## src/design/tspap_pkg.sv

```systemverilog
// Shared types and constants of the TS packet aggregator and pacer.
// No dependencies; the interfaces, divider, multiplier and top level import it.
package tspap_pkg;

    localparam int TAG_W  = 8;
    localparam int TIME_W = 64;
    localparam int BASE_W = 33;
    localparam int EXT_W  = 9;
    localparam int CFG_W  = 32;
    localparam int IDX_W  = 2;

    localparam int TS_BYTES = 188;
    localparam logic [63:0] PCR_DIV = 64'd300;
    localparam logic [63:0] ALL_ONES = '1;

    // split by 300 as ((x >> 2) * PCR_RECIP) >> PCR_SHIFT, exact for 64-bit x
    localparam logic [63:0] PCR_RECIP = 64'd7870610804782742023;
    localparam int          PCR_SHIFT = 69;

    // mux modes
    localparam logic [1:0] MODE_VBR = 2'd0;
    localparam logic [1:0] MODE_CBR = 2'd1;
    localparam logic [1:0] MODE_CAP = 2'd2;

    // configuration register indexes
    localparam logic [IDX_W-1:0] REG_MODE = 2'd0;
    localparam logic [IDX_W-1:0] REG_MTU  = 2'd1;
    localparam logic [IDX_W-1:0] REG_RATE = 2'd2;
    localparam logic [IDX_W-1:0] REG_SI   = 2'd3;

    localparam logic [3:0] MTU_RESET = 4'd7;

    typedef struct packed {
        logic start;
        logic long_op;
    } t_div_ctl;

    typedef struct packed {
        logic busy;
        logic done;
    } t_unit_sts;

endpackage

```

## src/design/tspap_div.sv

```systemverilog
// Restoring divider, one quotient bit per cycle: 128 or 64 dividend bits.
// Depends on tspap_pkg (control and status structs).
module tspap_div (
    input  logic                  i_clk,
    input  logic                  i_rst_n,
    input  tspap_pkg::t_div_ctl   i_ctl,
    input  logic [127:0]          i_num,
    input  logic [63:0]           i_den,
    output tspap_pkg::t_unit_sts  o_sts,
    output logic [127:0]          o_quo,
    output logic [63:0]           o_rem
);
    import tspap_pkg::*;

    logic         r_busy;
    logic         r_done;
    logic [6:0]   r_cnt;
    logic [127:0] r_nq;
    logic [63:0]  r_r;
    logic [63:0]  r_d;
    logic [64:0]  w_trial;
    logic         w_ge;
    logic [64:0]  w_diff;

    assign w_trial = {r_r, r_nq[127]};
    assign w_ge    = w_trial >= {1'b0, r_d};
    assign w_diff  = w_trial - {1'b0, r_d};

    always_ff @(posedge i_clk) begin
        if (!i_rst_n) begin
            r_busy <= 1'b0;
            r_done <= 1'b0;
        end else begin
            r_done <= 1'b0;
            if (i_ctl.start) begin
                r_busy <= 1'b1;
                r_cnt  <= i_ctl.long_op ? 7'd127 : 7'd63;
                r_nq   <= i_ctl.long_op ? i_num : {i_num[63:0], 64'b0};
                r_r    <= '0;
                r_d    <= i_den;
            end else if (r_busy) begin
                r_r  <= w_ge ? w_diff[63:0] : w_trial[63:0];
                r_nq <= {r_nq[126:0], w_ge};
                r_cnt <= r_cnt - 7'd1;
                if (r_cnt == '0) begin
                    r_busy <= 1'b0;
                    r_done <= 1'b1;
                end
            end
        end
    end

    assign o_sts.busy = r_busy;
    assign o_sts.done = r_done;
    assign o_quo = r_nq;
    assign o_rem = r_r;
endmodule

```

## config.mk

```make
export PLATFORM = sky130hd
export DESIGN_NAME = tspap_div
export DESIGN_NICKNAME = d
export VERILOG_FILES = /design/src/design/tspap_pkg.sv /design/src/design/tspap_div.sv
export SDC_FILE = /design/constraint.sdc
export NUM_CORES = 1
export LEC_CHECK = 0
export BUFFER_PORTS_ARGS = -buffer_cell sky130_fd_sc_hd__buf_2
export CAP_MARGIN = 20
export CORE_MARGIN = 2
export CORE_UTILIZATION = 50
export CTS_BUF_LIST = sky130_fd_sc_hd__clkbuf_4 sky130_fd_sc_hd__clkbuf_8
export DETAILED_ROUTE_END_ITERATION = 6
export GPL_TIMING_DRIVEN = 0
export PLACE_DENSITY = 0.82
export SETUP_SLACK_MARGIN = 0.4
export SLEW_MARGIN = 40
export SYNTH_ARGS = -nofsm -noshare
export SYNTH_HDL_FRONTEND = slang
export SYNTH_SLANG_ARGS = --single-unit
```

## constraint.sdc

```tcl
create_clock -name i_clk -period 15.7 [get_ports i_clk]
set_input_delay 0.785 -clock i_clk [delete_from_list [all_inputs] [get_ports i_clk]]
set_output_delay 0.785 -clock i_clk [all_outputs]
set_load 0.02 [all_outputs]
```

* Word-level counts from Yosys, hierarchy flattened
Index checks and enable logic that the tools add are counted.
Word-level totals: input port bits 196, flip-flop bits (word level) 265, output and inout port bits 194
Operators by class: mux-type cells 12, add/subtract/negate cells 2, bitwise operators 2, $lt $le $gt $ge 1, reduce and logical (&&, ||, !) cells 5
Operators by type and width (count):
- 128-bit two-way mux | 3
- 64-bit two-way mux | 2
- 65-bit by 64-bit greater-or-equal comparator with 1-bit output | 1
- 64-bit subtractor | 1
- 7-bit two-way mux | 3
- 7-bit logical NOT | 1
- 7-bit by 1-bit subtractor with 7-bit output (second input constant) | 1
- 1-bit two-way mux | 4
- 2-bit AND reduction | 2
- 3-bit OR reduction | 1
- 1-bit inverter | 2
- 2-bit nonzero test | 1

* Logic depth before layout (Yosys ltp)
depth after elaboration 4, mapped depth 15, depth with buffers taken out 13

* Least setup slack after synthesis
OpenSTA, ideal clock, no wires.
path kind in2reg, from in i_ctl[1] in the netlist's numbering, to reg r_nq[0] (netlist: o_quo[0]) (enable), path slack 9441 ps, stages on the path 3, path buffers 2, arrival time 5681 ps, required time 15122 ps, cells stage by stage clkbuf_8 clkbuf_1 o21a_1
On the way: word-level cells in the longest chain between the ends 2
Ends and longest elaborated chain:
- start: declaration | RTL line tspap_div.sv:6 | input tspap_pkg::t_div_ctl i_ctl,
- 2-bit nonzero test (no line)
- 2-bit AND reduction (no line)
- end signal: assignment | RTL line tspap_div.sv:38 | r_nq <= i_ctl.long_op ? i_num : {i_num[63:0], 64'b0};
- end signal: assignment | RTL line tspap_div.sv:43 | r_nq <= {r_nq[126:0], w_ge};
- end: declaration | RTL line tspap_div.sv:18 | logic [127:0] r_nq;
Every way passes these cells. A chain may end at the register's enable or synchronous reset.

* Worst setup path after layout
from reg r_r[43] (netlist: o_rem[43]), to reg r_r[59] (netlist: o_rem[59]), data pin
On the way: word-level cells in the longest chain between the ends 3, elaborated cells between the ends (all ways) 4, those cells by class add/sub (1); order compare (1); mux (2)
Ends and longest elaborated chain:
- start: declaration | RTL line tspap_div.sv:19 | logic [63:0] r_r;
- start signal: assignment | RTL line tspap_div.sv:42 | r_r <= w_ge ? w_diff[63:0] : w_trial[63:0];
- 64-bit subtractor or 65-bit by 64-bit greater-or-equal comparator with 1-bit output (tied branches) | RTL line tspap_div.sv:27, tspap_div.sv:26
- 64-bit two-way mux (*) | RTL line tspap_div.sv:42
- 64-bit two-way mux (*) | RTL line tspap_div.sv:41 | end else if (r_busy) begin
Every way passes the cells marked *; elsewhere a longest branch is shown, timed or not. The select of a mux whose other input is x is not followed.

==> results.yml <==
pwr:
  switchingPower_mw: 0.745
  power.internal_mw: 1.45
  finalPower_mw: 2.20
  pwr-share-seq_pct: 40.7
  power_leakage_nw: 8.19
  clock_power_share_pct: 31.0
  swShare_pct: 33.9
  power.density_nw_per_um2: 117
  power_frac_comb_pct: 28.3
  ir_worst_vdd_v: 0.0000694
synth:
  ys_warn_count: 0
  synth_enable_flop_cells: 263
  synth_top_area_share_pct: 51.6
  synthFlopType: "edfxtp_1"
  syn_inst: 1425
  syn_area_um2: 15300
  netlist-cell-type-count: 78
  yosysTopAreaCell: "edfxtp_1"
  ys_top_cells_by_count: "263 x edfxtp_1, 177 x a21oi_1, 130 x nand2_1"
  synth_area_per_cell_um2: 10.7
  async_flop_share_pct: 0
  syn-num-nets: 1688
  yosysSeqAreaShare_pct: 51.9
  ys_seq_elements: 265
  synth_area_leaders: "edfxtp_1 52%, a21oi_1 5.8%, ha_1 5.4%, mux2i_1 4.6%, a22o_1 3.6%"
  synth_most_common_cell: "edfxtp_1"
setup_path:
  crit_type: "flip-flop to flip-flop"
  start_kind: "flip-flop"
  crit_top_cell: "nand2_1"
  crit_required_ps: 16130
  cp_num_buf_inv: 2
  cp_cell_sequence: "ha_1, clkbuf_1, nand2_1, or3_1, nor4_1, nand4_1, nand2_1, nor4_2, a21oi_2, buf_4, nand2_1, o21ai_0"
  critPathCaptureType: "flip-flop"
  cp_top_family: "simple AND/OR/NAND/NOR gates"
  cp_max_fo: 10
  slowest_stage: "or3_1"
  critPathArrivalTime_ps: 4430
  slowest_delay_ps: 450
die:
  core-area_um2: 30300
  core.rowCount: 64
  dieWidth_um: 179
  dieArea_um2: 32000
  die-height_um: 179
  io_pins: 390
  start_util_pct: 50.4
routing:
  routed_wl_um: 50800
  drt_first_pass_iters: 5
  vias_per_cell: 5.88
  vias: 13500
  drc: 0
  first_iter_violations: 1092
  drtAntennaViolNets: 0
  wl_per_cell_um: 22.0
sta:
  hold_viol_final: 0
  fmaxAchievable_mhz: 250
  worst_pin_slew_ps: 813
  timing.final.crit_share_pct: 25.5
  setup_violations: 0
  drv_slew: 0
  clock_skew_ps: 42.4
  max_slew_margin_pct: 45.1
  fin_crit_ps: 4000
  tns_ps: 0
  rsz0062_at_grt: "no"
cts:
  clock_latency_ps: 600
  cts-root-buf: "clkbuf_8"
  path_clk_slew_ps: 60
  cts_buffers: 46
  clockBufferDepth: 3
  postCtsResizedCells: 0
  cts_sinks: 265
  postCtsSetupRepairBufs: 0
  cts_hold_buf: 0
  h-tree-depth: 2
  cts_tree: "yes"
place:
  dp_hpwl_um: 38700
  place_congestion: 0.944
  port_buffers: 388
cells_and_area:
  drive_gt1_share_pct: 27.8
  nets: 2130
  regArea_um2: 7940
  multiInputGateArea_um2: 6620
  n_fill_cell: 2472
  syn_to_final_growth_pct: 23.2
global_routing:
  grt.busiest_layer: "met2"
  grt.overflow.total: 0
  grt_pass1_vias: 13200
  grt_first_pass_wirelength_um: 73900
  grt_max_degree: 44
  antenna_found_initial: 3
  grt_use_met1_pct: 36.4
  grt_use_met3_pct: 7.36
  met2_usage_pct: 51.5
  grt_usage_pct: 30.4
status:
  outcome: "finished clean"
job:
  cap_violations: 0
worst_hold_path:
  hp-class: "input pin to flip-flop"
-- worst paths after layout --
kind	cells after the start	to	slack, ps	from
min reg2reg	2	r_done	510	r_busy
max	12	o_rem[59]	11700	o_rem[43]
max reg2reg	12	o_rem[59]	11700	o_rem[43]
min	1	r_d[62]	360	i_den[62]
-- worst register-to-register path: stages, from the launching register on --
cell and delay, ps:
edfxtp_1 410, ha_1 300, clkbuf_1 320, nand2_1 150
or3_1 450, nor4_1 450, nand4_1 190, nand2_1 150
nor4_2 70, a21oi_2 340, buf_4 350, nand2_1 340
o21ai_0 290
-- routing by layer --
metal | routed length (um) | part of all wire (%) | vias up
met5 | 9 | 0.018 | -
met4 | 2490 | 4.9 | 2
met3 | 4060 | 8.0 | 151
met2 | 24700 | 49 | 683
met1 | 19500 | 38 | 6503
li1 | - | - | 6187
-- sequential cells by signal, summed over array words and instances (netlist names) --
signal  cells
r_d        64
r_busy      1
r_cnt       7
o_rem      64
o_quo     128
r_done      1
-- area by class of cell --
class | instances | share of cell area (%)
diodes | 2 | 0.0265
plain buffers | 82 | 2.30
clock buffers | 65 | 4.28
clock inverters | 20 | 0.929
inverters | 85 | 1.69
multi-input cells | 993 | 35.1
flip-flops and latches | 265 | 42.1
well taps | 396 | 2.63
repair buffers | 394 | 10.9
-- cell usage in the layout, fill, tap and decap left out, drive strengths merged, types with 16 or more instances in the layout --
cell type    n
a21o        37
a21oi      180
a22o        62
buf        425
clkbuf     116
edfxtp     263
ha          66
inv         87
mux2i       70
nand2      130
nand4       24
nor2       129
o21ai       50
o21bai      16
xnor2       30
xor2        24
-- power by group through the flow --
| stage | clock network [mW] | registers [mW] | logic (mW) |
|---|---|---|---|
| after floorplan | 0 | 0.955 | 0.364 |
| after global placement | 0 | 0.916 | 0.596 |
| after detailed placement | 0 | 0.907 | 0.612 |
| after CTS | 0.690 | 0.894 | 0.615 |
| after global routing | 0.714 | 0.899 | 0.675 |
| final | 0.682 | 0.895 | 0.622 |
-- kinds of logic (layout without fill, tap and decap cells) --
| logic type | after synthesis | count (layout) | share of synthesized area [%] |
|---|---|---|---|
| XOR/XNOR | 54 | 54 | 3.09 |
| AND/OR/NAND/NOR | 379 | 379 | 11.7 |
| AO/OA/AOI/OAI | 423 | 423 | 18.3 |
| flip-flops | 265 | 265 | 51.9 |
| adder cells (fa/ha/maj) | 67 | 67 | 5.53 |
| multiplexers | 70 | 70 | 4.58 |
| buffers and inverters | 167 | 646 | 4.92 |
| other | 0 | 2 | 0 |
-- stage by stage --
stage / worst slack [ps] / cells / utilization [%] / cell area [um2] / hold WS [ps]
detailed placement: 11710 / 2215 / 58.9 / 17900 / 464
floorplan: 9440 / 1425 / - / 15300 / 428
CTS: 11720 / 2300 / 62.1 / 18800 / 319
global route: 11590 / 2300 / 62.1 / 18800 / 334
global placement: 7030 / 2209 / 58.4 / 17700 / 437
finish: 11700 / 2302 / 62.1 / 18900 / 357
No activity file was read; power rests on OpenSTA's default activity.
