File: config.mk
export PLATFORM = sky130hd
export DESIGN_NAME = tspap_mul
export DESIGN_NICKNAME = d
export VERILOG_FILES = /design/src/design/tspap_pkg.sv /design/src/design/tspap_mul.sv
export SDC_FILE = /design/constraint.sdc
export NUM_CORES = 2
export LEC_CHECK = 0
export CELL_PAD_IN_SITES_DETAIL_PLACEMENT = 1
export CELL_PAD_IN_SITES_GLOBAL_PLACEMENT = 2
export CORE_ASPECT_RATIO = 0.8
export CORE_MARGIN = 4
export CORE_UTILIZATION = 28
export CTS_CLUSTER_DIAMETER = 200
export DETAILED_ROUTE_END_ITERATION = 8
export DONT_BUFFER_PORTS = 1
export GPL_TIMING_DRIVEN = 0
export PLACE_DENSITY_LB_ADDON = 0.1
export SYNTH_ARGS = -nofsm -noshare
export SYNTH_HDL_FRONTEND = slang
export SYNTH_SLANG_ARGS = --single-unit
File: constraint.sdc
create_clock -name i_clk -period 27.7 [get_ports i_clk]
set_clock_uncertainty 0.05 [all_clocks]
set_input_delay 5.54 -clock i_clk [delete_from_list [all_inputs] [get_ports i_clk]]
set_output_delay 5.54 -clock i_clk [all_outputs]
set_load 0.02 [all_outputs]
File: src/design/tspap_pkg.sv
// Shared types and constants of the TS packet aggregator and pacer.
// No dependencies; the interfaces, divider, multiplier and top level import it.
package tspap_pkg;

    localparam int TAG_W  = 8;
    localparam int TIME_W = 64;
    localparam int BASE_W = 33;
    localparam int EXT_W  = 9;
    localparam int CFG_W  = 32;
    localparam int IDX_W  = 2;

    localparam int TS_BYTES = 188;
    localparam logic [63:0] PCR_DIV = 64'd300;
    localparam logic [63:0] ALL_ONES = '1;

    // split by 300 as ((x >> 2) * PCR_RECIP) >> PCR_SHIFT, exact for 64-bit x
    localparam logic [63:0] PCR_RECIP = 64'd7870610804782742023;
    localparam int          PCR_SHIFT = 69;

    // mux modes
    localparam logic [1:0] MODE_VBR = 2'd0;
    localparam logic [1:0] MODE_CBR = 2'd1;
    localparam logic [1:0] MODE_CAP = 2'd2;

    // configuration register indexes
    localparam logic [IDX_W-1:0] REG_MODE = 2'd0;
    localparam logic [IDX_W-1:0] REG_MTU  = 2'd1;
    localparam logic [IDX_W-1:0] REG_RATE = 2'd2;
    localparam logic [IDX_W-1:0] REG_SI   = 2'd3;

    localparam logic [3:0] MTU_RESET = 4'd7;

    typedef struct packed {
        logic start;
        logic long_op;
    } t_div_ctl;

    typedef struct packed {
        logic busy;
        logic done;
    } t_unit_sts;

endpackage

File: src/design/tspap_mul.sv
// Serial multiplier, 128 x 64 bits modulo 2^128, one 32x32 partial product a cycle.
// Depends on tspap_pkg (status struct).
module tspap_mul (
    input  logic                  i_clk,
    input  logic                  i_rst_n,
    input  logic                  i_start,
    input  logic [127:0]          i_a,
    input  logic [63:0]           i_b,
    output tspap_pkg::t_unit_sts  o_sts,
    output logic [127:0]          o_prod
);
    import tspap_pkg::*;

    localparam logic [2:0] LAST_PP = 3'd6;

    logic         r_busy;
    logic         r_done;
    logic [2:0]   r_c;
    logic [127:0] r_a;
    logic [63:0]  r_b;
    logic         r_ppv;
    logic         r_plast;
    logic [63:0]  r_pp;
    logic [1:0]   r_pos;
    logic [127:0] r_acc;
    logic         w_j;
    logic [1:0]   w_i;
    logic [31:0]  w_al;
    logic [31:0]  w_bl;
    logic [127:0] w_term;

    // partial products with limb positions below 4: (0..3,0) then (0..2,1)
    assign w_j  = r_c >= 3'd4;
    assign w_i  = w_j ? 2'(r_c - 3'd4) : r_c[1:0];
    assign w_al = r_a[{w_i, 5'b0} +: 32];
    assign w_bl = r_b[{w_j, 5'b0} +: 32];

    always_comb begin
        case (r_pos)
            2'd0:    w_term = {64'b0, r_pp};
            2'd1:    w_term = {32'b0, r_pp, 32'b0};
            2'd2:    w_term = {r_pp, 64'b0};
            default: w_term = {r_pp[31:0], 96'b0};
        endcase
    end

    always_ff @(posedge i_clk) begin
        if (!i_rst_n) begin
            r_busy <= 1'b0;
            r_done <= 1'b0;
            r_ppv  <= 1'b0;
        end else begin
            r_done <= 1'b0;
            r_ppv  <= 1'b0;
            if (i_start) begin
                r_busy <= 1'b1;
                r_c    <= '0;
                r_a    <= i_a;
                r_b    <= i_b;
                r_acc  <= '0;
            end else begin
                if (r_busy) begin
                    r_pp    <= 64'(w_al) * 64'(w_bl);
                    r_pos   <= 2'(w_i + 2'(w_j));
                    r_ppv   <= 1'b1;
                    r_plast <= r_c == LAST_PP;
                    r_c     <= r_c + 3'd1;
                    if (r_c == LAST_PP) begin
                        r_busy <= 1'b0;
                    end
                end
                if (r_ppv) begin
                    r_acc <= r_acc + w_term;
                    if (r_plast) begin
                        r_done <= 1'b1;
                    end
                end
            end
        end
    end

    assign o_sts.busy = r_busy | r_ppv;
    assign o_sts.done = r_done;
    assign o_prod = r_acc;
endmodule

# After elaboration in Yosys (flattened, before gate mapping)
# Index checks and enable logic that the tools add are counted.
word_totals:
  reg_bits: 393
classes:
  n_addsub: 4
  multipliers: 1
  n_lt_le_gt_ge: 1
  n_eq_ne: 3
  shifts: 2
  mux: 9
  bitwise: 4
  reduce_logical: 9
ops:
  columns: ["operator", "n"]
  rows:
  - ["$pmux 128 s3", 1]
  - ["$add 128x128->128", 1]
  - ["$mux 128", 1]
  - ["$shiftx 128x8->32", 1]
  - ["$mul 32x32->64", 1]
  - ["$shiftx 64x7->32", 1]
  - ["$reduce_and 2->1", 3]
  - ["$mux 1", 5]
  - ["$reduce_bool 2->1", 2]
  - ["$add 3x1->3 const B", 1]
  - ["$eq 3x3->1 const B", 1]
  - ["$ge 3x3->1 const B", 1]
  - ["$mux 3", 1]
  - ["$not 1->1", 3]
  - ["$reduce_and 3->1", 1]
  - ["$reduce_or 3->1", 1]
  - ["$add 2x1->2", 1]
  - ["$eq 2x1->1 const B", 1]
  - ["$eq 2x2->1 const B", 1]
  - ["$logic_not 2->1", 1]
  - ["$mux 2", 1]
  - ["$reduce_or 2->1", 1]
  - ["$sub 2x1->2 const B", 1]
  - ["$or 1x1->1", 1]

# Longest topological paths before layout
logic_depth:
  ltp_word: 4
  ltp_mapped: 34

# Worst setup path after synthesis
# No wires, ideal clock.
synth_path:
  path_kind: "input to register"
  from: "input port i_start"
  to: "register r_a[0] (enable)"
  setup_ps: 575
  arrival_time_ps: 10770
  required_time_ps: 27075
  setup_slack_ps: 16305
  cell_stages: 4
  n_path_buf: 3
  path_cell_list: "clkbuf_1 clkbuf_1 clkbuf_1 and2_1"
synth_via:
  elab_chain_len: 1
synth_rtl:
  columns: ["item", "line", "source"]
  rows:
  - ["from (decl)", "tspap_mul.sv:6", "input logic i_start,"]
  - ["$reduce_and 2->1 (no source line)", null, null]
  - ["to (signal assigned)", "tspap_mul.sv:58", "r_a <= i_a;"]
  - ["to (decl)", "tspap_mul.sv:19", "logic [127:0] r_a;"]
# Every way passes these cells.
# A chain may end at the register's enable or synchronous reset.

# Final worst setup path
layout_path:
  from: "register r_c[0]"
  to: "register r_pp[58], data pin"
layout_via:
  elab_chain_len: 4
  word_cells_on_any_way: 6
  cone_classes: "add/sub: 1; mul: 1; order compare: 1; shift: 2; mux: 1"
layout_rtl:
  columns: ["item", "line", "source"]
  rows:
  - ["from (decl)", "tspap_mul.sv:18", "logic [2:0] r_c;"]
  - ["from (signal assigned)", "tspap_mul.sv:67", "r_c <= r_c + 3'd1;"]
  - ["$ge 3x3->1 or $sub 2x1->2 (tied branches)", "tspap_mul.sv:33, tspap_mul.sv:34", null]
  - ["$mux 2", "tspap_mul.sv:34", "assign w_i = w_j ? 2'(r_c - 3'd4) : r_c[1:0];"]
  - ["$shiftx 128x8->32", "tspap_mul.sv:35", "assign w_al = r_a[{w_i, 5'b0} +: 32];"]
  - ["$mul 32x32->64 (*)", "tspap_mul.sv:63", "r_pp <= 64'(w_al) * 64'(w_bl);"]
  - ["to (signal assigned)", "tspap_mul.sv:63", null]
  - ["to (decl)", "tspap_mul.sv:23", "logic [63:0] r_pp;"]
# Mark *: on every way between the ends. The rest lies on a longest branch, timed or not.

==> summary.md <==
| Metric | Value |
|---|---|
| Status | finished, violations left |
| Failing checks | capacitance limit, slew limit |
| Routed vias | 45600 |
| Synth Area in Compound Gates | 0.0975 |
| Main flop type after synthesis | edfxtp_1 |
| CTS Hold Bufs | 0 |
| Post-synthesis simple-gate area fraction | 0.148 |
| CTS tree | yes |
| Final Hold Viols | 0 |
| Largest family of logic cells by synthesized area | adder cells |
| Total CTS buffers | between 50 and 60 |
| Worst Max-Slew Pin Slew | between 1.5 and 2 ns |
| Drt wl/cell | 31.6 um |
| Crit-path leading delay family | adder cells |
| Syn Inst Count | slightly above 6000 |
| Overflow after GRT | 0 |
| CP arrival | 13.54 ns |
| Mapped Nets | 7521 |
| Setup Buffers After CTS | 0 |
| DRC Markers | 0 |
| Vias in the first global route | 47800 |
| Final worst path period need | 13.19 ns |
| Die H | 409 um |
| Slew Limit Headroom | -0.0107 |
| Die width | 509 um |
| Max Freq | 75.8 MHz |
| Avg Synthesized Cell Area | 9.33 um^2 |
| Initial DRC count | 4308 |
| Setup TNS | 0 ns |
| Clk pin slew, worst setup/hold paths | roughly 0.07 ns |
| Worst setup path class | reg2reg |
| Worst-path maximum fanout | 10 |
| Core area | 199000 um^2 |
| Detailed Route WL | 280 mm |
| Worst path max stage delay | 0.92 ns |
| Port bufs | 0 |
| Vias per cell | 5.16 |
| Commonest non-fill, non-tap cell in the layout | inv_1 |
| Fill count | 22900 |
| Ports | 325 |
| Seq. cell area | between 10000 and 15000 um^2 |
| Most frequent cells in the layout | inv_1, fa_1, nor2_1 |
| Antenna Nets Post-Route | 0 |
| Clk sink count | 393 |
| CTS H-Tree Depth | 2 |
| Post-CTS Resized | 0 |
| Ys async rst share | 0 |
| EDFF count, synth | 390 |
| Nets@finish | 7604 |
| Netlist Area Pre-Place | 56300 um^2 |
| CTS max path bufs | 3 |
| Endpoints failing setup | 0 |
| Max_cap viols | 3 |
| Starting density of the core | 0.283 |
| Yosys cell types | 90 |
| Sequential-to-total area share from yosys stat | 0.209 |
| Adder-Cell Fraction of Synth Area | 0.406 |
| Post-Synth XOR/XNOR Area | 0.0252 |
| Worst setup EP type | flip-flop |
| Yosys reg bits | 393 |
| Clock Latency Late Sink | roughly 0.71 ns |
| CP bufs+invs | 9 |
| Critical Path RT | 28.05 ns |
| Mux cell area share after synthesis | 0.0310 |
| Root buffer selected by CTS | clkbuf_16 |
| Critical Path Most Common Cell | fa_1 |
| Pre-antenna DRT Iters | 5 |
| Die area | 208000 um^2 |
| Layout cell share with drive strength beyond 1 | 0.0472 |
| Yosys Warn Count | 0 |
| Largest net degree at the start of global routing | 73 |
| Post-DP HPWL | around 240 mm |
| RSZ-0062 raised after global routing | false |
| # rows | 146 |
| Multi-input gate area | 40000 um^2 |
| Initial antenna violation count | 43 |
| Startpoint Class | flip-flop |
| Max stage delay cell, worst path | clkbuf_1 |
| Layout area overhead | 10.1% |
| Global-route wire length before repair | around 390 mm |
| Worst min-delay path class | reg2reg |
| Tot GR Track Use | 0.266 |
| RePlAce Congestion | 0.974 |
| Max-slew violation count | 29 |
| Period Utilization, post-route | 0.476 |
-- cells in the mapped netlist (23+ instances only) --
| master | instances | share of area |
|---|---|---|
| a31oi_1 | 31 | 0.0034 |
| and3_1 | 27 | 0.0030 |
| nor2b_1 | 67 | 0.0074 |
| inv_1 | 915 | 0.061 |
| ha_1 | 393 | 0.087 |
| o21bai_1 | 41 | 0.0055 |
| nand2_1 | 677 | 0.045 |
| buf_2 | 34 | 0.0030 |
| a21o_1 | 97 | 0.013 |
| edfxtp_1 | 390 | 0.21 |
| mux2_2 | 65 | 0.013 |
| nand3_1 | 41 | 0.0036 |
| a22o_1 | 34 | 0.0053 |
| nand4_1 | 83 | 0.0092 |
| nand2b_1 | 23 | 0.0026 |
| nor3_1 | 49 | 0.0044 |
| nor2_1 | 862 | 0.057 |
| o21ai_0 | 155 | 0.014 |
| fa_1 | 897 | 0.32 |
| xnor2_1 | 92 | 0.014 |
| o21a_1 | 68 | 0.0091 |
| clkbuf_1 | 265 | 0.018 |
| and2_1 | 59 | 0.0066 |
| xor2_1 | 70 | 0.011 |
| mux2i_1 | 93 | 0.017 |
| a21oi_1 | 254 | 0.023 |
-- flip-flops by register name, indices dropped and copies added (netlist names) --
signal / flops
o_prod: 128
r_plast: 1
r_pp: 64
r_b: 64
r_ppv: 1
r_pos: 2
r_done: 1
r_c: 3
r_busy: 1
r_a: 128
-- area by class of cell --
class,instances,share of cell area
flip-flops and latches,393,0.190
repair buffers,30,0.00749
well taps,2664,0.0538
plain buffers,310,0.0198
clock buffers,60,0.0215
diodes,14,0.000565
inverters,915,0.0554
multi-input cells,4418,0.645
clock inverters,34,0.00632
-- worst register-to-register path, delay by kind of cell, from the launching register on --
family	cells	cell delay, ns
and+or+nand+nor	5	1.37
DFF	1	0.63
AOI/OAI and AO/OA	7	2.58
buffers and inverters	9	3.53
adders and majority gates	9	4.42
xor gates and xnor gates	1	0.10
muxes	1	0.26
-- per-stage QoR --
stage	std cells	util	hold slack (ns)	worst slack [ns]	cell area [um^2]
2_1_floorplan	6036	-	0.439	16.31	56300
5_1_grt	8830	0.312	0.554	13.93	62000
4_1_cts	8824	0.311	0.527	14.52	62000
6_report	8838	0.312	0.532	14.51	62000
3_5_place_dp	8730	0.303	0.517	14.55	60200
3_3_place_gp	8700	0.300	0.502	11.97	59600
-- cells by family (layout without fill, tap and decap cells) --
kind of cell    after synthesis  count (layout)
xor+xnor                    162             162
buf+inv                    1225            1349
fa+ha+maj                  1290            1290
compound gates              849             849
flops                       393             393
simple gates               1953            1953
other cells                   0              14
mux                         164             164
-- path summary, 6_finish.rpt --
path	from	endpoint	slack, ns	cells after the start
worst max register to register	r_c[0]	r_pp[58]	14.51	32
worst max-delay path	r_c[0]	r_pp[58]	14.51	32
worst min-delay path	r_busy	r_busy	0.53	2
worst min register to register	r_busy	r_busy	0.53	2
-- routing by layer --
layer	part of all wire	vias to the layer above	routed length, um	GRT usage
li1	-	19600	-	-
met5	0	-	0	0
met4	0.013	0	3570	0.0344
met1	0.50	24500	140000	0.419
met2	0.42	1331	116000	0.382
met3	0.072	138	20000	0.0491
Power is left out: the tool's default activity adds up to more than one toggle a clock period on the data nets, which glitch-free logic cannot reach.
