[src/design/tspap_slot_mem.sv]
// Slot store: one word per datagram slot (tag, PCR flag, clock data).
// One write port, one registered read port. No package dependency.
module tspap_slot_mem #(
    parameter int DEPTH = 8,
    parameter int AW    = 3,
    parameter int DW    = 137
) (
    input  logic          i_clk,
    input  logic          i_we,
    input  logic [AW-1:0] i_waddr,
    input  logic [DW-1:0] i_wdata,
    input  logic          i_re,
    input  logic [AW-1:0] i_raddr,
    output logic [DW-1:0] o_rdata
);
    logic [DW-1:0] r_mem [DEPTH];
    logic [DW-1:0] r_rdata;

    always_ff @(posedge i_clk) begin
        if (i_we) begin
            r_mem[i_waddr] <= i_wdata;
        end
        if (i_re) begin
            r_rdata <= r_mem[i_raddr];
        end
    end

    assign o_rdata = r_rdata;
endmodule

[config.mk]
export PLATFORM = sky130hd
export DESIGN_NAME = tspap_slot_mem
export DESIGN_NICKNAME = d
export VERILOG_FILES = /design/src/design/tspap_slot_mem.sv
export SDC_FILE = /design/constraint.sdc
export NUM_CORES = 1
export LEC_CHECK = 0
export ABC_AREA = 1
export BUFFER_PORTS_ARGS = -buffer_cell sky130_fd_sc_hd__buf_2
export CAP_MARGIN = 25
export CORE_MARGIN = 5
export CORE_UTILIZATION = 40
export CTS_BUF_LIST = sky130_fd_sc_hd__clkbuf_8
export DETAILED_ROUTE_END_ITERATION = 16
export GPL_ROUTABILITY_DRIVEN = 0
export MAX_ROUTING_LAYER = met4
export PLACE_DENSITY = 0.55
export REMOVE_ABC_BUFFERS = 1
export SLEW_MARGIN = 20
export SYNTH_ARGS = -nofsm -noshare
export SYNTH_HDL_FRONTEND = slang
export SYNTH_SLANG_ARGS = --single-unit
[constraint.sdc]
create_clock -name i_clk -period 8.16 [get_ports i_clk]
set_input_delay 1.632 -clock i_clk [delete_from_list [all_inputs] [get_ports i_clk]]
set_output_delay 1.632 -clock i_clk [all_outputs]
set_load 0.1 [all_outputs]
# [Yosys cells after proc, flatten, opt, wreduce, memory -nomap -nowiden]
# Memory sizes are Yosys's and may differ from the RTL's. A register that Yosys moved wholly into a read port is not among the register bits.
# Cells that the tools add are included.
[word_totals] elab_cells=3 register_bits=0 inputBits=146 output_inout_bits=137 n_memories=1 mem_bits_rw=1096
[op_classes] muxes=2
[mem_list] name="r_mem" depth=8 word_bits=137 rd=1 rd_ports_with_merged_regs=1 write_ports=1 line="16" rtl="logic [DW-1:0] r_mem [DEPTH];"
[ops] cell="1-bit two-way mux" n=2

# [Longest topological paths before layout]
# Gate-level depths: netlist of run 1.
[depth] depth_word=2 ltp_mapped=9 mapped_depth_nobuf=6

# [Worst setup path after synthesis of run 1]
# No wires, ideal clock.
[synth_path] path_kind="in2reg" from="in i_waddr[2]" to="mem r_mem[0][0], enable pin" path_buffers=0 required_ns=7.524 path_slack_ns=0.054 setup_time_ns=0.636 cell_stages=3 arrival_time_ns=7.469 path_cell_list="inv_1 -> nand2_1 -> nor2_1"
[synth_rtl] item="start: declaration" line="10" rtl="input logic [AW-1:0] i_waddr,"
[synth_rtl] item="end: declaration" line="16"
# Straight into the memory's write port.

==> flow_summary.yaml, run 1 <==
status:
  run_status: "finished, final reports clean"
route:
  detailroute.via_count: 32300
  met2WireLength_um: 57600
  totalWireLength_um: 124000
  wl_met1_um: 56100
  detailed_router_iteration_count_before_antenna_repair: 7
  drt_iter0_drc: 2092
  antenna_violating_nets_post_route: 0
  top_layer_used: "met4"
  met3_wire_length_um: 8350
  remaining_drc_errors: 0
  route.detailed.vias_per_inst: 4.53
  wl_per_cell_um: 17.5
synthesis:
  synth_area_um2: 51900
  synth_top_cells_by_count: "sky130_fd_sc_hd__nand2_1, sky130_fd_sc_hd__edfxtp_1, sky130_fd_sc_hd__inv_1"
  post-synth-top-count-cell: "sky130_fd_sc_hd__nand2_1"
  synth-async-reset-ratio_pct: 0
  syn_area_per_cell_um2: 10.6
  synth.yosys.warnings: 0
  synth.area.top_cells: "sky130_fd_sc_hd__edfxtp_1, sky130_fd_sc_hd__nand2_1, sky130_fd_sc_hd__inv_1"
  syn-instance-count: 4890
  synth_flop_cell: "sky130_fd_sc_hd__edfxtp_1"
  area_leader_netlist: "sky130_fd_sc_hd__edfxtp_1"
  netlist-cell-type-count: 12
  synth_largest_type_area_fraction_pct: 71.3
  synth.yosys.seq_area_share_pct: 71.3
  synth_edf_count: 1233
  postSynthRegisterBits: 1233
floorplan:
  io_pins: 283
  floorplan.initialDensity_pct: 40.2
  placeableCoreArea_um2: 129000
  placementRows: 132
  die-width_um: 370
  dieArea_um2: 137000
  die_h_um: 370
timing:
  timing.final.max_slew_violations: 0
  skew_ns: 0.0415
  slew_headroom_pct: 12.3
  clock.fmax_ghz: 0.285
  timing_hold_violations_final: 0
  timing.setup.tns_ns: 0
  count_of_final_setup_violators: 0
  rsz0062_at_grt: "false"
  timing.final.crit_share_pct: 43.0
  worst_pin_slew_ns: 1.31
  min_period_ns: 3.51
layout:
  syn_to_final_growth_pct: 12.7
  postLayoutCoreUtil_pct: 45.2
  post_route_cells_drive_above_1_share_pct: 10.7
  layout.cell_area.non_filler_um2: 58500
  layout.nets: 5359
global_routing:
  first_global_vias: 31300
  grt_start_max_net_pins: 202
  grt_overflow_total: 0
  antenna_found_initial: 32
  globalRouteTotalUtil_pct: 18.8
  grt_first_pass_wirelength_um: 190000
setup_path:
  maximum_fanout_encountered_on_the_critical_timing_path: 201
  critPathRequiredTime_ns: 8.78
  worstSetupPathType: "input pin to flop"
  critical_path.startpoint_type: "input pin"
  critPathCaptureType: "flop"
  worstPathArrival_ns: 4.13
power:
  power.internal_mw: 9.92
  pwr-share-seq_pct: 54.4
  p_comb_share_pct: 9.1
  clockPowerShare_pct: 36.4
  netSwitchingFraction_pct: 26.1
  leakagePower_nw: 26.6
  switching_power_mw: 3.51
  irDropWorstVdd_v: 0.000157
  cellPowerDensity_nw_per_um2: 230
min_path:
  min-delay-path-class: "flop to flop"
placed_design:
  hpwl_um: 61300
  port_buffers: 282
  dpl-instance-area_um2: 54800
clock_network:
  ctsHtreeMaxLevel: 4
  tritoncts_sinks: 1233
  cts_hold_buf: 0
  cts-resized-gates: 0
  cts.repair_timing.setup_buffer_count: 0
  worstSkewPairLatency_ns: 0.91
  cts_tree: "yes"
  cts_root_buf: "sky130_fd_sc_hd__clkbuf_8"
  cts_buffer_depth: 3
  cts-buffers-inserted: 207
  path_clk_slew_ns: 0.06
job:
  drv.max_cap_violation_count: 0
==> power groups by stage <==
| stage | sequential, mW | clock [mW] | combinational, mW |
|---|---|---|---|
| after CTS | 7.32 | 5.08 | 1.24 |
| after global routing | 7.33 | 5.38 | 1.35 |
| final | 7.31 | 4.90 | 1.23 |
| after detailed placement | 7.44 | 0 | 1.24 |
| after global placement | 7.44 | 0 | 1.23 |
| after floorplan | 7.84 | 0 | 0.419 |
==> flip-flops by register name, indices dropped and copies added (netlist names) <==
register and count:
o_rdata 137, r_mem 1096
==> final timing paths <==
| check | from | end | slack, ns | cells past startpoint |
|---|---|---|---|---|
| setup / recovery | i_raddr[0] | o_rdata[101] | 4.65 | 10 |
| hold / removal | r_mem[0][111] | o_rdata[111] | 0.67 | 6 |
| setup reg to reg | r_mem[3][28] | o_rdata[28] | 7.05 | 6 |
| hold reg to reg | r_mem[0][111] | o_rdata[111] | 0.67 | 6 |
==> metal layers <==
| layer | track usage, % | vias up |
|---|---|---|
| met5 | - | - |
| met4 | 5.43 | 0 |
| met3 | 4.68 | 208 |
| met2 | 29.6 | 789 |
| met1 | 24.3 | 15300 |
| li1 | - | 16000 |
==> worst max-delay path: stages <==
cell and delay, ns:
sky130_fd_sc_hd__buf_8 0.18, sky130_fd_sc_hd__clkinv_16 0.31, sky130_fd_sc_hd__buf_4 0.61, sky130_fd_sc_hd__buf_4 0.56
sky130_fd_sc_hd__buf_12 0.32, sky130_fd_sc_hd__nand2_1 0.08, sky130_fd_sc_hd__nand3_1 0.08, sky130_fd_sc_hd__nand2_1 0.07
sky130_fd_sc_hd__nand2_1 0.05, sky130_fd_sc_hd__nand2_1 0.07
==> cell families after synthesis <==
kind of cell / Yosys count / share of synthesized area (%)
buffers and inverters: 1314 / 10.4
and+or+nand+nor: 2343 / 18.3
DFF: 1233 / 71.3
==> placed cells by master, fill, tap and decap left out, drive strengths merged <==
cell type / n
nand2: 1787
buf: 326
bufinv: 2
clkinvlp: 2
inv: 1170
nand3: 548
clkbuf: 208
nor2: 8
diode: 27
edfxtp: 1233
clkinv: 74
==> metrics by stage <==
stage	setup WS, ns	hold slack (ns)	cells	power (mW)
after CTS	4.51	0.667	7099	13.6
after floorplan	0.0541	0.662	4678	8.26
after global routing	4.44	0.706	7124	14.1
final	4.65	0.675	7127	13.4
after global placement	3.65	0.679	6745	8.67
after detailed placement	3.56	0.684	6745	8.69
==> area by class of cell <==
type | instances | area (um2)
fillers | 12000 | 70800
flip-flops and latches | 1233 | 37000
multi-input cells | 2343 | 9540
inverters | 1102 | 4180
clock buffers | 208 | 2860
well taps | 1742 | 2180
repair buffers | 326 | 1900
clock inverters | 146 | 757
diodes | 27 | 67.6
(Power assumes the default switching activity.)
==> inputs of run 2 (changes only) <==
--- a/config.mk
+++ b/config.mk
@@ -14,7 +14,7 @@
 export DETAILED_ROUTE_END_ITERATION = 16
 export GPL_ROUTABILITY_DRIVEN = 0
 export MAX_ROUTING_LAYER = met4
-export PLACE_DENSITY = 0.55
+export PLACE_DENSITY = 0.53
 export REMOVE_ABC_BUFFERS = 1
 export SLEW_MARGIN = 20
 export SYNTH_ARGS = -nofsm -noshare
==> constraint.sdc (replaced) <==
create_clock -name i_clk -period 3.5 [get_ports i_clk]
set_input_delay 0.7 -clock i_clk [delete_from_list [all_inputs] [get_ports i_clk]]
set_output_delay 0.7 -clock i_clk [all_outputs]
set_load 0.1 [all_outputs]
==> run 2 against run 1 <==
  * Global-route usage grew 0.21 points
  * Flip-flop and latch count did not move
  * Clock power rose by 140%
  * Total power increased by 140%
  * Via count up 2.1%
  * Sequential share of layout area fell by 2.1 points
  * Count of clock-buffer cells in the layout is 3 higher
  * Largest power group unchanged
  * Register-to-register slack got worse by 4.8 ns
  * Hold slack got worse by 0.41 ns
  * Final cell count rose by 2.4%
  * Core utilization is 1.6 points higher
  * Non-clock buffer count up 161
==> flow_summary.yaml, run 2 (same netlist as run 1, synthesis figures left out) <==
floorplan:
  dieArea_um2: 137000
  floorplan.initialDensity_pct: 40.2
  io_pins: 283
  die-width_um: 370
  die_h_um: 370
  placementRows: 132
  placeableCoreArea_um2: 129000
timing:
  clock.fmax_ghz: 0.390
  timing_hold_violations_final: 0
  count_of_final_setup_violators: 0
  rsz0062_at_grt: "false"
  worst_pin_slew_ns: 0.888
  timing.final.crit_share_pct: 73.3
  layout_setup_ws_ns: 0.933
  slew_headroom_pct: 40.8
  hold-worst-slack_ns: 0.263
  min_period_ns: 2.57
  timing.final.max_slew_violations: 0
  skew_ns: 0.0379
global_routing:
  grt_start_max_net_pins: 170
  grt_overflow_total: 0
  globalRouteTotalUtil_pct: 19.0
  first_global_vias: 31900
  antenna_found_initial: 14
  grt_first_pass_wirelength_um: 192000
layout:
  layout.cell_area.non_filler_um2: 60500
  largest_register_ff_count: 1096
  most_common_cell_after_layout_fill_and_taps_aside: "sky130_fd_sc_hd__nand2_1"
  post_route_cells_drive_above_1_share_pct: 10.8
  syn_to_final_growth_pct: 16.5
  fillCellCount: 12000
  largest_register: "r_mem"
  commonest_non_fill_non_tap_cells_in_the_layout: "sky130_fd_sc_hd__nand2_1, sky130_fd_sc_hd__edfxtp_1, sky130_fd_sc_hd__inv_1"
  layout.nets: 5521
setup_path:
  maximum_fanout_encountered_on_the_critical_timing_path: 1
  critical_path.startpoint_type: "flop"
  crit_path_top_delay_cell: "sky130_fd_sc_hd__buf_2"
  path_delay_family: "buffers and inverters"
  critPathCaptureType: "primary output"
  worstPathArrival_ns: 1.87
  critical_path_cell_by_cell: "buf_2"
  timing.critical_path.buf_inv: 1
  critPathMaxStageDelay_ns: 0.48
  critPathRequiredTime_ns: 2.80
  worstSetupPathType: "flop to primary output"
clock_network:
  ctsHtreeMaxLevel: 4
  cts_root_buf: "sky130_fd_sc_hd__clkbuf_8"
  cts_hold_buf: 137
  cts.repair_timing.setup_buffer_count: 0
  worstSkewPairLatency_ns: 0.92
  cts_tree: "yes"
  tritoncts_sinks: 1233
  cts-resized-gates: 0
  path_clk_slew_ns: 0.07
  cts_buffer_depth: 3
  cts-buffers-inserted: 208
job:
  drv.max_cap_violation_count: 0
power:
  cellPowerDensity_nw_per_um2: 524
  irDropWorstVdd_v: 0.000366
  leakagePower_nw: 27.5
  total_power_mw: 31.7
route:
  detailed_router_iteration_count_before_antenna_repair: 5
  detailroute.via_count: 32900
  totalWireLength_um: 127000
  antenna_violating_nets_post_route: 0
  route.detailed.vias_per_inst: 4.51
  remaining_drc_errors: 0
  drt_iter0_drc: 2424
  wl_per_cell_um: 17.4
placed_design:
  port_buffers: 282
  detailedPlace.worstSlack_ns: 0.921
  dpl-instance-area_um2: 55400
  hpwl_um: 63400
status:
  run_status: "finished, final reports clean"
min_path:
  min-delay-path-class: "input pin to flop"
==> run 2: cell count changes in the layout (fill, tap and decap cells not counted), moves of 2 or more <==
cell and delta:
sky130_fd_sc_hd__buf_12 +31, sky130_fd_sc_hd__inv_12 -2, sky130_fd_sc_hd__clkinv_1 +2, sky130_fd_sc_hd__clkbuf_8 +3, sky130_fd_sc_hd__clkinv_2 -2, sky130_fd_sc_hd__inv_1 +20
sky130_fd_sc_hd__inv_6 +3, sky130_fd_sc_hd__buf_4 -7, sky130_fd_sc_hd__dlygate4sd3_1 +137, sky130_fd_sc_hd__diode_2 -12
==> run 2: per-stage QoR <==
step / utilization [%] / setup TNS [ns] / cells
final: 46.8 / 0 / 7299
after global routing: 46.8 / 0 / 7298
after CTS: 46.8 / 0 / 7284
after detailed placement: 42.8 / 0 / 6770
after global placement: 42.8 / 0 / 6770
after floorplan: - / -4008.70 / 4678
==> run 2: worst register-to-register path, cell delays in order (launching register included) <==
cell	delay (ns)
sky130_fd_sc_hd__edfxtp_1	0.36
sky130_fd_sc_hd__inv_1	0.06
sky130_fd_sc_hd__nand2_1	0.04
sky130_fd_sc_hd__nand3_1	0.10
sky130_fd_sc_hd__nand2_1	0.06
sky130_fd_sc_hd__nand2_1	0.05
sky130_fd_sc_hd__nand2_1	0.22
==> run 2: worst paths after layout <==
check                from          end  cells past startpoint  slack (ns)
max           o_rdata[24]  o_rdata[24]                      1        0.93
min            i_raddr[2]  o_rdata[16]                      3        0.26
max reg2reg  r_mem[2][42]  o_rdata[42]                      6        2.27
min reg2reg  r_mem[2][61]  o_rdata[61]                      6        0.68
==> run 2: metal layers <==
| layer | vias up | part of all wire [%] | GRT usage, % |
|---|---|---|---|
| met1 | 15600 | 46 | 25.5 |
| met3 | 183 | 5.5 | 4.10 |
| met5 | - | 0 | - |
| met2 | 771 | 46 | 29.5 |
| li1 | 16400 | - | - |
| met4 | 0 | 2.0 | 5.14 |
==> run 2: final cells by class <==
type | count | area (um2) | share of cell area (%)
inverter | 1102 | 4180 | 6.90
tap | 1742 | 2180 | 3.60
clock buffer | 211 | 2900 | 4.80
sequential | 1233 | 37000 | 61.2
multi-input combinational | 2343 | 9540 | 15.8
antenna | 15 | 37.5 | 0.0620
timing repair buffer | 487 | 3840 | 6.34
clock inverter | 166 | 813 | 1.34
==> run 2: power breakdown <==
part | leakage (nW) | switching [mW] | total (mW) | internal (mW)
Combinational | 14.0 | 2.36 | 3.08 | 0.721
Clock | 2.18 | 5.77 | 11.6 | 5.82
Sequential | 11.3 | 0.159 | 17.0 | 16.9
==> inputs of run 3 (changes only) <==
==> constraint.sdc (replaced) <==
create_clock -name i_clk -period 2.4 [get_ports i_clk]
set_input_delay 0.48 -clock i_clk [delete_from_list [all_inputs] [get_ports i_clk]]
set_output_delay 0.48 -clock i_clk [all_outputs]
set_load 0.1 [all_outputs]
==> run 3 against run 2 <==
  * Setup slack worse by 0.80 ns
  * Register-to-register slack worse by 1.1 ns
  * Count of clock-buffer cells in the layout is 4 lower
  * Total power is 47% higher
  * Largest power group unchanged
  * Core utilization is 0.58 points higher
  * Combinational power is 51% higher
  * Clock skew hardly changed
  * Sequential power is 46% higher
  * Global-route usage hardly changed
  * Hold slack worse by 0.089 ns
  * Sequential share of layout area is 0.75 points lower
  * Critical endpoint is now o_rdata[71]
  * Critical path type unchanged
  * First-iteration DRC count is 17% lower
==> flow_summary.yaml, run 3 (same netlist as run 1, synthesis figures left out) <==
status:
  run_status: "finished, final reports clean"
layout:
  commonest_non_fill_non_tap_cells_in_the_layout: "sky130_fd_sc_hd__nand2_1, sky130_fd_sc_hd__edfxtp_1, sky130_fd_sc_hd__inv_1"
  syn_to_final_growth_pct: 18.0
  post_route_cells_drive_above_1_share_pct: 11.6
  postLayoutCoreUtil_pct: 47.4
  most_common_cell_after_layout_fill_and_taps_aside: "sky130_fd_sc_hd__nand2_1"
  largest_register_ff_count: 1096
  final_cells: 7320
  layout.nets: 5568
  largest_register: "r_mem"
timing:
  skew_ns: 0.0378
  slew_headroom_pct: 56.4
  timing_hold_violations_final: 0
  worst_pin_slew_ns: 0.654
  clock.fmax_ghz: 0.441
  count_of_final_setup_violators: 0
  rsz0062_at_grt: "false"
  timing.final.crit_share_pct: 94.4
  min_period_ns: 2.27
  timing.final.max_slew_violations: 0
setup_path:
  worstPathArrival_ns: 1.79
  rr_worst_depth: 6
  timing.critical_path.buf_inv: 1
  worstSetupPathType: "flop to primary output"
  critical_path_cell_by_cell: "buf_2"
  path_delay_family: "buffers and inverters"
  critPathRequiredTime_ns: 1.92
  timing.rr.start: "r_mem[3][42]"
  critical_path.startpoint_type: "flop"
  reg2reg_to: "o_rdata[42]"
  crit_path_top_delay_cell: "sky130_fd_sc_hd__buf_2"
  setup.reg_to_reg.worst_slack_ns: 1.15
  critPathCaptureType: "primary output"
  critPathMaxStageDelay_ns: 0.46
  maximum_fanout_encountered_on_the_critical_timing_path: 1
global_routing:
  grt_first_pass_wirelength_um: 193000
  antenna_found_initial: 12
  grt_start_max_net_pins: 125
  first_global_vias: 32200
  globalRouteTotalUtil_pct: 19.0
  grt_overflow_total: 0
route:
  route.detailed.vias_per_inst: 4.51
  wl_per_cell_um: 17.3
  detailed_router_iteration_count_before_antenna_repair: 6
  totalWireLength_um: 126000
  drt_iter0_drc: 2002
  remaining_drc_errors: 0
  detailroute.via_count: 33000
  antenna_violating_nets_post_route: 0
clock_network:
  tritoncts_sinks: 1233
  cts_tree: "yes"
  cts_buffer_depth: 3
  cts-buffers-inserted: 205
  cts_root_buf: "sky130_fd_sc_hd__clkbuf_8"
  path_clk_slew_ns: 0.06
  worstSkewPairLatency_ns: 0.92
  ctsHtreeMaxLevel: 4
  cts.repair_timing.setup_buffer_count: 0
power:
  cellPowerDensity_nw_per_um2: 759
  irDropWorstVdd_v: 0.000576
  leakagePower_nw: 27.8
min_path:
  timing.hold.worst_path_depth: 5
  timing.hold.worst_endpoint: "o_rdata[16]"
  min-delay-path-class: "input pin to flop"
  hold_path.startpoint: "i_raddr[1]"
floorplan:
  die-width_um: 370
  placementRows: 132
  die_h_um: 370
  floorplan.initialDensity_pct: 40.2
  dieArea_um2: 137000
  io_pins: 283
  placeableCoreArea_um2: 129000
placed_design:
  port_buffers: 282
  hpwl_um: 71000
  numPlacedInstances: 6819
job:
  drv.max_cap_violation_count: 0
## run 3: cell types whose count changed in the layout (fill, tap and decap cells not counted), sizes merged
cell,previous run,this run
diode,15,11
clkbuf,211,207
inv,1189,1178
clkinv,73,62
dlygate4sd3,137,138
buf,350,399
clkinvlp,3,0
bufinv,3,7
## run 3: worst max-delay path by stage
stage | startpoint | end | slack (ns) | cells past startpoint
CTS | o_rdata[69] | o_rdata[69] | 0.004 | 1
finish | o_rdata[71] | o_rdata[71] | 0.13 | 1
detailed placement | i_raddr[0] | o_rdata[84] | 0.36 | 8
global placement | i_raddr[0] | o_rdata[84] | 0.38 | 8
floorplan | i_waddr[2] | r_mem[0][0] | -4.55 | 3
global route | o_rdata[123] | o_rdata[123] | 0.05 | 1
## run 3: final cells by class
class	count	area, um2
tap	1742	2180
fill	11800	68100
multi-input combinational	2343	9540
clock buffer	207	2850
inverter	1102	4180
sequential	1233	37000
timing repair buffer	537	4620
antenna	11	27.5
clock inverter	145	845
## run 3: repair_timing
item | CTS | global route
resized for setup | 17 | 0
hold endpoints to repair | 1118 | 0
setup endpoints to repair | 17 | 0
hold buffers | 138 | 0
## run 3: metrics by stage
| step | total power, mW | instance area (um2) | setup WS (ns) | hold WS [ns] | setup TNS (ns) |
|---|---|---|---|---|---|
| global route | 48.6 | 61300 | 0.0450 | 0.102 | 0 |
| detailed placement | 29.8 | 56100 | 0.358 | 0.686 | 0 |
| floorplan | 28.1 | 50600 | -4.55 | 0.579 | -5077.93 |
| global placement | 29.7 | 56100 | 0.383 | 0.682 | 0 |
| CTS | 47.2 | 61200 | 0.00372 | 0.0212 | 0 |
| finish | 46.5 | 61300 | 0.134 | 0.174 | 0 |
## run 3: per-layer routing
metal | wire length, um | share of wire [%] | vias to the layer above | GRT usage, %
met5 | 0 | 0 | - | -
met4 | 2690 | 2.1 | 0 | 5.46
met3 | 6510 | 5.2 | 214 | 3.66
met2 | 58300 | 46 | 737 | 29.5
met1 | 58800 | 47 | 15600 | 25.6
li1 | - | - | 16400 | -
## run 3: power by group
group	switching [mW]	total [mW]	internal (mW)
clock	8.32	17.1	8.74
sequential	0.215	24.8	24.6
combinational	3.50	4.64	1.15
